==> src/hdl/dcm_pkg.sv <==
`timescale 1ns / 1ps
package dcm_pkg;

    localparam int TABLE_DEPTH_DEF = 4096;
    localparam int COLOUR_W        = 24;
    localparam int DISP_W          = 16;
    localparam int BF_W            = 28;
    localparam int DIST_W          = 20;
    localparam int ENTRIES_W       = 13;
    localparam int EIDX_W          = 12;
    localparam int DIV_N_W         = 36;
    localparam int CFG_IDX_W       = 3;
    localparam int CFG_DATA_W      = 28;
    localparam int IN_DATA_W       = 56;
    localparam int OUT_DATA_W      = 32;
    localparam int DIV_STAGES      = 20;

    localparam logic [DIST_W-1:0]     DIST_SAT  = '1;
    localparam logic [COLOUR_W-1:0]   BLUE_RGB  = 24'h0000ff;
    localparam logic [COLOUR_W-1:0]   BLACK_RGB = 24'h000000;

    typedef enum logic [CFG_IDX_W-1:0] {
        REG_DISP_MODE   = 3'd0,
        REG_DRAW_OUT    = 3'd1,
        REG_INF_OFFSET  = 3'd2,
        REG_BF_SCALED   = 3'd3,
        REG_MIN_DIST    = 3'd4,
        REG_MAX_DIST    = 3'd5,
        REG_MAX_DISP    = 3'd6,
        REG_TABLE_ENTRY = 3'd7
    } cfg_reg_t;

    typedef enum logic {
        OP_WRITE = 1'b0,
        OP_PIXEL = 1'b1
    } op_t;

    typedef struct packed {
        logic                  disparity_mode;
        logic                  draw_outside;
        logic [DISP_W-1:0]     infinity_offset;
        logic [BF_W-1:0]       bf_scaled;
        logic [DIST_W-1:0]     near_limit;
        logic [DIST_W-1:0]     far_limit;
        logic [DISP_W-1:0]     disp_ceiling;
        logic [ENTRIES_W-1:0]  table_entries;
    } cfg_t;

    // per-pixel control that rides alongside the pipeline
    typedef struct packed {
        logic pixel;
        logic last;
        logic black;
        logic dist_mode;
        logic lookup;
    } pix_ctl_t;

endpackage

==> src/hdl/dcm_divider.sv <==
`timescale 1ns / 1ps
module dcm_divider (
    input  logic                         clk,
    input  logic                         rst_n,
    input  logic                         en,
    input  logic                         in_valid,
    input  dcm_pkg::pix_ctl_t            in_ctl,
    input  logic [dcm_pkg::BF_W-1:0]     in_num,
    input  logic [dcm_pkg::DISP_W-1:0]   in_den,
    input  logic [dcm_pkg::DISP_W-1:0]   in_alt,
    output logic                         out_valid,
    output dcm_pkg::pix_ctl_t            out_ctl,
    output logic [dcm_pkg::DIST_W-1:0]   out_quo,
    output logic [dcm_pkg::DISP_W-1:0]   out_alt
);
    import dcm_pkg::*;

    // restoring division, two quotient bits per stage; quotient saturates at 20 bits
    localparam int NS  = DIV_STAGES / 2;
    localparam int RW  = DISP_W + 1;

    logic              v_reg   [NS+1];
    pix_ctl_t          c_reg   [NS+1];
    logic [BF_W+7:0]   n_reg   [NS+1];
    logic [DISP_W-1:0] d_reg   [NS+1];
    logic [RW-1:0]     r_reg   [NS+1];
    logic [DIST_W-1:0] q_reg   [NS+1];
    logic              ovf_reg [NS+1];
    logic [DISP_W-1:0] a_reg   [NS+1];

    logic [RW-1:0]     r_next   [NS];
    logic [DIST_W-1:0] q_next   [NS];
    logic              ovf_next [NS];

    always_comb
    begin
        v_reg[0]   = in_valid;
        c_reg[0]   = in_ctl;
        n_reg[0]   = {in_num, 8'd0};
        d_reg[0]   = in_den;
        a_reg[0]   = in_alt;
        q_reg[0]   = '0;
        // high part of numerator beyond 20 quotient bits
        r_reg[0]   = '0;
        ovf_reg[0] = ({in_num, 8'd0} >> DIST_W) >= {{(BF_W+8-DISP_W){1'b0}}, in_den};
    end

    // partial remainder must start from high bits; these fit in 16 bits because no overflow
    logic [DISP_W-1:0] hi0;
    assign hi0 = DISP_W'({in_num, 8'd0} >> DIST_W);

    for (genvar s = 0; s < NS; s++) begin : g_st
        always_comb
        begin
            logic [RW-1:0]     r;
            logic [DIST_W-1:0] q;
            logic              bitv;
            r = (s == 0) ? {1'b0, hi0} : r_reg[s];
            q = q_reg[s];
            for (int k = 0; k < 2; k++) begin
                bitv = n_reg[s][DIST_W-1-2*s-k];
                r = {r[RW-2:0], bitv};
                q = {q[DIST_W-2:0], 1'b0};
                if (r >= {1'b0, d_reg[s]}) begin
                    r = r - {1'b0, d_reg[s]};
                    q[0] = 1'b1;
                end
            end
            r_next[s]   = r;
            q_next[s]   = q;
            ovf_next[s] = ovf_reg[s];
        end

        always_ff @(posedge clk or negedge rst_n)
        begin
            if (!rst_n) begin
                v_reg[s+1] <= 1'b0;
            end else if (en) begin
                v_reg[s+1] <= v_reg[s];
            end
        end

        always_ff @(posedge clk)
        begin
            if (en) begin
                c_reg[s+1]   <= c_reg[s];
                n_reg[s+1]   <= n_reg[s];
                d_reg[s+1]   <= d_reg[s];
                a_reg[s+1]   <= a_reg[s];
                r_reg[s+1]   <= r_next[s];
                q_reg[s+1]   <= q_next[s];
                ovf_reg[s+1] <= ovf_next[s];
            end
        end
    end

    assign out_valid = v_reg[NS];
    assign out_ctl   = c_reg[NS];
    assign out_quo   = ovf_reg[NS] ? DIST_SAT : q_reg[NS];
    assign out_alt   = a_reg[NS];
endmodule

==> config.mk <==
export PLATFORM = sky130hd
export DESIGN_NAME = dcm_divider
export DESIGN_NICKNAME = d
export VERILOG_FILES = /design/src/hdl/dcm_pkg.sv /design/src/hdl/dcm_divider.sv
export SDC_FILE = /design/constraint.sdc
export NUM_CORES = 1
export LEC_CHECK = 0
export BUFFER_PORTS_ARGS = -buffer_cell sky130_fd_sc_hd__buf_2
export CAP_MARGIN = 0
export CORE_ASPECT_RATIO = 0.7
export CORE_MARGIN = 2
export CORE_UTILIZATION = 40
export CTS_CLUSTER_DIAMETER = 100
export DETAILED_ROUTE_END_ITERATION = 10
export SLEW_MARGIN = 20
export SYNTH_ARGS = -nofsm -noshare
export SYNTH_HDL_FRONTEND = slang
export SYNTH_SLANG_ARGS = --single-unit
==> constraint.sdc <==
create_clock -name clk -period 10.1 [get_ports clk]
set_clock_uncertainty 0.05 [all_clocks]
set_input_delay 2.02 -clock clk [delete_from_list [all_inputs] [get_ports clk]]
set_output_delay 2.02 -clock clk [all_outputs]
set_load 0.005 [all_outputs]
==> results.txt, run 1 <==
----------------------------------------------------
[Clock tree]
  Num CTS Buffers ... 71
  Count of H-tree levels built during CTS ... 3
  CTS tree ... done
  Setup repair bufs after CTS ... 0
  Insertion delay to the later sink of the worst-skew pair ... 0.66 ns
  Number of cells upsized or downsized after cts ... 0
  Root buffer cell ... sky130_fd_sc_hd__clkbuf_16
  Hold buffers post-CTS ... 0
  Clock-pin slew reported for the worst setup and hold paths after clock tree synthesis ... 0.06 ns
  CTS sink count ... 658
  Clock tree buffer depth ... 3

[Floorplanning]
  Die extent in x ... 377 um
  I/O pins ... 111
  Floorplan core area ... 96300 um^2
  Die footprint ... 100000 um^2
  Die height ... 265 um
  Std-Cell Rows ... 95
  Effective utilization at floorplan ... 40.5%

[Timing]
  Number of slew-limit violations in the final report ... 0
  Unrepaired setup endpoints after global routing ... no
  Final-layout worst hold slack ... 0.364 ns
  Final critical delay including setup and external delays ... 7.18 ns
  Relative slew slack ... 31.3%
  Final worst-path cycle share ... 71.1%
  Hold Fails Final Rpt ... 0
  Post-route setup slack ... 2.92 ns
  Maximum achievable frequency ... 139 MHz
  Endpoints failing setup ... 0
  Total negative slack for setup checks ... 0 ns
  Worst Max-Slew Pin Slew ... 1.03 ns

[Synthesis]
  Top cells by area in the synthesized netlist ... sky130_fd_sc_hd__edfxtp_1, sky130_fd_sc_hd__ha_1, sky130_fd_sc_hd__mux2_2
  Main flop type after synthesis ... sky130_fd_sc_hd__edfxtp_1
  Share of Yosys cell area claimed by the top area cell type ... 49.9%
  Sequential cell area fraction in the yosys report ... 50.5%
  Synth warnings ... 0
  Post-synth ARST share ... 1.52%
  Cell accounting for the most synthesized area ... sky130_fd_sc_hd__edfxtp_1
  Unique masters post-synth ... 93
  Net Count, Synth ... 3699
  Number of synthesized register bits ... 658
  Cell count after synthesis ... 3282
  Avg Cell Area, Syn ... 11.9 um^2
  Post-Syn Area ... 39000 um^2
  Number of enable flip-flop cells after synthesis ... 648

[Finish]
  Growth of design area from synthesis to finish ... 11.0%
  Number of antenna cells inserted ... 0
  Net count, final ... 3836
  Fin cells ... 4736
  Layout cell share with drive strength beyond 1 ... 15.0%

[Detailed routing]
  Routed length per placed instance ... 18.2 um
  DR iter-0 viols ... 2130
  Vias per cell ... 5.36
  First-pass detailed-route iteration total ... 5
  Post-route ant nets ... 0
  Vias ... 25.4k
  Detailed Route WL ... 86.0 mm
  Residual DRC ... 0

[Placed design]
  Setup Slack @ Placement ... 2.30 ns
  Number of cells in the design after placement ... 4607
  Last weighted congestion value of the routability-driven placer ... 0.867
  Port Buffers ... 110
  Post-detailed-placement half-perimeter wirelength ... 64.6 mm

[Global route]
  Wire length of the first global-routing pass ... 136 mm
  Number of antenna violations at the first check in global routing ... 3
  Total congestion overflow after global routing ... 0
  Maximum number of pins on one net before global-route repair ... 171
  Total global-route track usage ... 17.2%
  Number of global-route vias before repair ... 24.0k

[Worst setup path]
  Endpoint required time on the critical path ... 10.45 ns
  Worst-path fanout max ... 16
  Arrival time of the worst setup path ... 7.53 ns
  Kind of critical path ... in -> reg
  Element type at the critical path start ... input pin
  Critical path capture point type ... register

[Job]
  Count of max-cap constraint violations ... 0

[Status]
  Outcome ... completed

[Worst hold path]
  Type of the worst min-delay path ... reg -> reg

----------------------------------------------------
-- cell usage after synthesis (11+ instances only) --
| cell type | number |
|---|---|
| sky130_fd_sc_hd__a21o_1 | 88 |
| sky130_fd_sc_hd__nand2b_1 | 29 |
| sky130_fd_sc_hd__nor4_1 | 12 |
| sky130_fd_sc_hd__edfxtp_1 | 648 |
| sky130_fd_sc_hd__fa_1 | 16 |
| sky130_fd_sc_hd__ha_1 | 332 |
| sky130_fd_sc_hd__buf_2 | 13 |
| sky130_fd_sc_hd__a21oi_1 | 202 |
| sky130_fd_sc_hd__o21a_1 | 52 |
| sky130_fd_sc_hd__o31ai_1 | 21 |
| sky130_fd_sc_hd__a31oi_1 | 28 |
| sky130_fd_sc_hd__nor3_1 | 60 |
| sky130_fd_sc_hd__nand2_1 | 140 |
| sky130_fd_sc_hd__nor2b_1 | 43 |
| sky130_fd_sc_hd__mux2_4 | 15 |
| sky130_fd_sc_hd__o211ai_1 | 30 |
| sky130_fd_sc_hd__nor2_1 | 195 |
| sky130_fd_sc_hd__nand3_1 | 58 |
| sky130_fd_sc_hd__mux2_2 | 199 |
| sky130_fd_sc_hd__o31a_1 | 11 |
| sky130_fd_sc_hd__buf_4 | 24 |
| sky130_fd_sc_hd__a211o_1 | 13 |
| sky130_fd_sc_hd__xnor2_1 | 145 |
| sky130_fd_sc_hd__o21ai_0 | 128 |
| sky130_fd_sc_hd__mux2i_1 | 37 |
| sky130_fd_sc_hd__or2_2 | 35 |
| sky130_fd_sc_hd__and2_1 | 17 |
| sky130_fd_sc_hd__o21bai_1 | 41 |
| sky130_fd_sc_hd__a211oi_1 | 30 |
| sky130_fd_sc_hd__xor2_1 | 67 |
| sky130_fd_sc_hd__inv_1 | 280 |
| sky130_fd_sc_hd__nand4_1 | 38 |
| sky130_fd_sc_hd__clkbuf_1 | 15 |
| sky130_fd_sc_hd__or3_1 | 11 |
| sky130_fd_sc_hd__and3_1 | 25 |
-- stage by stage --
stage	util, %	area, um^2
after floorplan	-	39000
after global placement	42.5	40900
after detailed placement	42.5	40900
after CTS	44.9	43300
after global routing	44.9	43300
final	44.9	43300
-- layer usage --
| metal | track usage [%] | wire length [um] | vias up |
|---|---|---|---|
| met5 | 0 | 14 | - |
| met4 | 3.57 | 1300 | 2 |
| met3 | 2.79 | 4500 | 90 |
| met2 | 23.6 | 34300 | 560 |
| met1 | 27.8 | 45800 | 12100 |
| li1 | - | - | 12600 |
-- layout make-up --
type | instances | area (um^2)
sequential | 658 | 19700
multi-input combinational | 2280 | 17900
inverter | 287 | 1080
clock inverter | 37 | 470
clock buffer | 92 | 1890
timing repair buffer | 121 | 681
tap | 1261 | 1580
fill | 8868 | 53000
-- final timing paths --
check                               startpoint                     to  slack [ns]  cells past startpoint
hold / removal             a_reg[25]$_DFFE_PP_   out_alt[9]$_DFFE_PP_        0.36                      0
hold reg to reg            a_reg[25]$_DFFE_PP_   out_alt[9]$_DFFE_PP_        0.36                      0
setup / recovery                     in_den[1]   r_reg[166]$_DFFE_PP_        2.92                     19
setup reg to reg           d_reg[49]$_DFFE_PP_    r_reg[43]$_DFFE_PP_        3.40                     18
min in group asynchronous                rst_n  out_valid$_DFFE_PN0P_        1.17                      1
max in group asynchronous                rst_n   v_reg[5]$_DFFE_PN0P_        8.64                      1
-- kinds of logic (layout without fill, tap and decap cells) --
kind of cell | Yosys count | in the layout | share of synthesized area, %
AND/OR/NAND/NOR | 694 | 694 | 8.81
XOR/XNOR | 212 | 212 | 4.76
flip-flops | 658 | 658 | 50.5
multiplexers | 251 | 251 | 7.27
adder cells (fa/ha/maj) | 348 | 348 | 11.5
buffers and inverters | 344 | 537 | 3.67
AO/OA/AOI/OAI | 775 | 775 | 13.5
-- worst max-delay path: stages --
cell	delay, ns
sky130_fd_sc_hd__buf_2	0.10
sky130_fd_sc_hd__inv_1	0.19
sky130_fd_sc_hd__ha_1	0.29
sky130_fd_sc_hd__nor2b_1	0.15
sky130_fd_sc_hd__o31a_1	0.31
sky130_fd_sc_hd__o211ai_1	0.26
sky130_fd_sc_hd__nand4b_1	0.26
sky130_fd_sc_hd__a21oi_2	0.39
sky130_fd_sc_hd__nand2_1	0.09
sky130_fd_sc_hd__o21ai_0	0.20
sky130_fd_sc_hd__ha_1	0.35
sky130_fd_sc_hd__nor2b_1	0.16
sky130_fd_sc_hd__o211a_1	0.22
sky130_fd_sc_hd__o31ai_1	0.51
sky130_fd_sc_hd__a2111oi_0	0.29
sky130_fd_sc_hd__o41ai_1	0.30
sky130_fd_sc_hd__a21oi_1	0.19
sky130_fd_sc_hd__a221oi_4	0.80
sky130_fd_sc_hd__mux2_2	0.43
-- layout by cell type, fill, tap and decap left out, drive strengths merged, types with 92 or more instances in the layout --
master / netlist / layout
a21oi: 204 / 204
buf: 42 / 121
clkbuf: 15 / 92
edfxtp: 648 / 648
ha: 332 / 332
inv: 287 / 295
mux2: 214 / 214
nand2: 140 / 140
nor2: 196 / 196
o21ai: 135 / 135
xnor2: 145 / 145
Power of run 1 is left out: the tool's default activity adds up to more than one toggle a clock period on the data nets, which glitch-free logic cannot reach.
==> inputs of run 2 (changes only) <==
- clock period: 10.1 -> 6.05 ns (I/O delays scaled with it)
==> results.txt, run 2 (synthesis results as in run 1) <==
----------------------------------------------------
[Status]
  Outcome ... completed

[Worst setup path]
  Register-to-Register Setup Slack ... 0.26 ns (-3.14 ns)
  Capturing point of the worst reg2reg path ... r_reg[131]$_DFFE_PP_
  Kind of cell with the highest combined delay on the critical path ... compound AO/OA/AOI/OAI gates
  Arrival time of the worst setup path ... 6.14 ns (-1.39 ns)
  R2R cell count ... 17 (-1)
  Cells traversed along the worst timing path ... inv_1 -> ha_1 -> a21oi_1 -> a2bb2oi_1 -> a21o_1 -> a41oi_2 -> nor3_4 -> mux2_2 -> ha_1 -> o21a_1 -> o31a_1 -> nor3_1 -> o21ai_0 -> a221oi_1 -> o21ai_0 -> a21bo_2 -> mux2_4
  Critical path capture point type ... register
  Critical-path cell with the highest stage delay ... sky130_fd_sc_hd__nor3_4
  Largest stage delay on the critical path ... 0.48 ns (-0.32 ns)
  Kind of critical path ... reg -> reg
  Worst-path fanout max ... 16 (unchanged)
  Endpoint required time on the critical path ... 6.40 ns (-4.05 ns)
  Worst path buffer plus inverter count ... 1 (-1)
  Element type at the critical path start ... register
  Startpoint of the most critical register-to-register path ... d_reg[136]$_DFFE_PP_

[Detailed routing]
  First-pass detailed-route iteration total ... 5 (unchanged)
  Post-route ant nets ... 0 (unchanged)
  Detail Route met2 WL ... 35.6 mm (+3.6%)
  Met3 WL ... 4.81 mm (+6.8%)
  Post-route met1 wirelength ... 46.7 mm (+2.0%)
  Routed length per placed instance ... 18.3 um (+0.78%)
  Detailed Route WL ... 88.4 mm (+2.9%)
  DR iter-0 viols ... 2057 (-3.4%)
  Residual DRC ... 0 (unchanged)
  Vias per cell ... 5.36 (+0.11%)
  Vias ... 25.9k (+2.2%)
  Uppermost layer routed ... met4

[Timing]
  Final worst-path cycle share ... 95.7%
  Unrepaired setup endpoints after global routing ... no
  Worst Max-Slew Pin Slew ... 0.980 ns (-0.0508 ns)
  Final-layout worst hold slack ... 0.352 ns (-0.0121 ns)
  Endpoints failing setup ... 0 (unchanged)
  Number of slew-limit violations in the final report ... 0 (unchanged)
  Maximum achievable frequency ... 173 MHz
  Hold Fails Final Rpt ... 0 (unchanged)
  Relative slew slack ... 34.7% (+3.4 points)
  Final critical delay including setup and external delays ... 5.79 ns

[Finish]
  Most common cell after layout, fill and taps aside ... sky130_fd_sc_hd__edfxtp_1
  Leading cell types in the layout, fill and taps excluded ... sky130_fd_sc_hd__edfxtp_1, sky130_fd_sc_hd__ha_1, sky130_fd_sc_hd__inv_1
  Growth of design area from synthesis to finish ... 13.0%
  Net count, final ... 3934 (+2.6%)
  Layout cell share with drive strength beyond 1 ... 17.3% (+2.4 points)

[Placed design]
  Post-detailed-placement half-perimeter wirelength ... 67.4 mm (+4.4%)
  Port Buffers ... 110 (unchanged)
  Last weighted congestion value of the routability-driven placer ... 0.873 (+0.69%)

[Worst hold path]
  Type of the worst min-delay path ... in -> async

[Clock tree]
  Clock tree buffer depth ... 3 (unchanged)
  CTS tree ... done
  Clock-pin slew reported for the worst setup and hold paths after clock tree synthesis ... 0.06 ns (about the same)
  Hold buffers post-CTS ... 0 (unchanged)
  CTS sink count ... 658 (unchanged)
  Count of H-tree levels built during CTS ... 3 (unchanged)
  Num CTS Buffers ... 71 (unchanged)
  Root buffer cell ... sky130_fd_sc_hd__clkbuf_16
  Insertion delay to the later sink of the worst-skew pair ... 0.67 ns (about the same)

[Floorplanning]
  Die height ... 265 um (unchanged)
  Die extent in x ... 377 um (unchanged)
  Floorplan core area ... 96300 um^2 (unchanged)
  Std-Cell Rows ... 95 (unchanged)
  Die footprint ... 100000 um^2 (unchanged)
  I/O pins ... 111 (unchanged)
  Effective utilization at floorplan ... 40.5% (unchanged)

[Global route]
  Total congestion overflow after global routing ... 0 (unchanged)
  Maximum number of pins on one net before global-route repair ... 137 (-20%)
  Number of antenna violations at the first check in global routing ... 1 (-2)
  Total global-route track usage ... 17.7% (+0.54 points)
  Number of global-route vias before repair ... 24.7k (+3.0%)
  Wire length of the first global-routing pass ... 140 mm (+2.6%)

[Job]
  Count of max-cap constraint violations ... 0 (unchanged)

----------------------------------------------------
[run 2: changes by cell type in the layout (fill, tap and decap cells not counted), moves of 2 or more]
| cell | before | now |
|---|---|---|
| sky130_fd_sc_hd__buf_4 | 8 | 105 |
| sky130_fd_sc_hd__clkbuf_1 | 19 | 12 |
| sky130_fd_sc_hd__clkinv_1 | 6 | 14 |
| sky130_fd_sc_hd__clkinv_2 | 10 | 5 |
| sky130_fd_sc_hd__clkinv_4 | 2 | 4 |
| sky130_fd_sc_hd__clkinv_8 | 0 | 2 |
| sky130_fd_sc_hd__inv_6 | 3 | 5 |
[run 2: stage by stage]
| stage | instances | worst slack [ns] | area [um^2] | util (%) | TNS [ns] |
|---|---|---|---|---|---|
| floorplan | 3282 | 0.0382 | 39000 | - | 0 |
| global placement | 4703 | -0.111 | 41600 | 43.2 | -1.39 |
| detailed placement | 4703 | -0.207 | 41600 | 43.2 | -2.61 |
| CTS | 4832 | 0.208 | 44000 | 45.7 | 0 |
| global route | 4834 | 0.000839 | 44100 | 45.8 | 0 |
| finish | 4835 | 0.262 | 44100 | 45.8 | 0 |
[run 2: cell type report]
type | count | area (um^2)
Tap cell | 1261 | 1580
Inverter | 287 | 1080
Sequential cell | 658 | 19700
Fill cell | 8850 | 52200
Clock buffer | 83 | 1820
Multi-Input combinational cell | 2280 | 17900
Timing Repair Buffer | 219 | 1430
Clock inverter | 46 | 549
Antenna cell | 1 | 2.50
[run 2: worst reg2reg max path: cells and delay by family (launching register included)]
kind            cells  cell delay [ns]
flops               1             0.46
simple gates        2             0.74
mux                 2             0.81
compound gates     10             2.63
buf+inv             1             0.10
fa+ha+maj           2             0.73
[run 2: worst max path at each step]
| stage | startpoint | to | slack [ns] | depth (start not counted) |
|---|---|---|---|---|
| after floorplan | in_den[1] | r_reg[160]$_DFFE_PP_ | 0.04 | 20 |
| after global placement | in_den[1] | r_reg[162]$_DFFE_PP_ | -0.11 | 19 |
| after detailed placement | in_den[1] | r_reg[155]$_DFFE_PP_ | -0.21 | 19 |
| after CTS | d_reg[102]$_DFFE_PP_ | r_reg[99]$_DFFE_PP_ | 0.21 | 20 |
| after global routing | d_reg[136]$_DFFE_PP_ | r_reg[123]$_DFFE_PP_ | 0.0008 | 18 |
| final | d_reg[136]$_DFFE_PP_ | r_reg[131]$_DFFE_PP_ | 0.26 | 17 |
[run 2: routing by layer]
| layer | vias to the layer above | global-route usage (%) |
|---|---|---|
| li1 | 12800 | - |
| met1 | 12400 | 28.6 |
| met2 | 593 | 24.5 |
| met3 | 93 | 2.94 |
| met4 | 0 | 3.60 |
| met5 | - | 0 |
[run 2: what timing repair did]
item                                    4_1_cts  5_1_grt
gates resized for setup                       0        5
endpoints found under the hold margin         0        0
setup buffers                                 0        2
endpoints found under the setup margin        0       44
Power of run 2 is left out for the same reason.
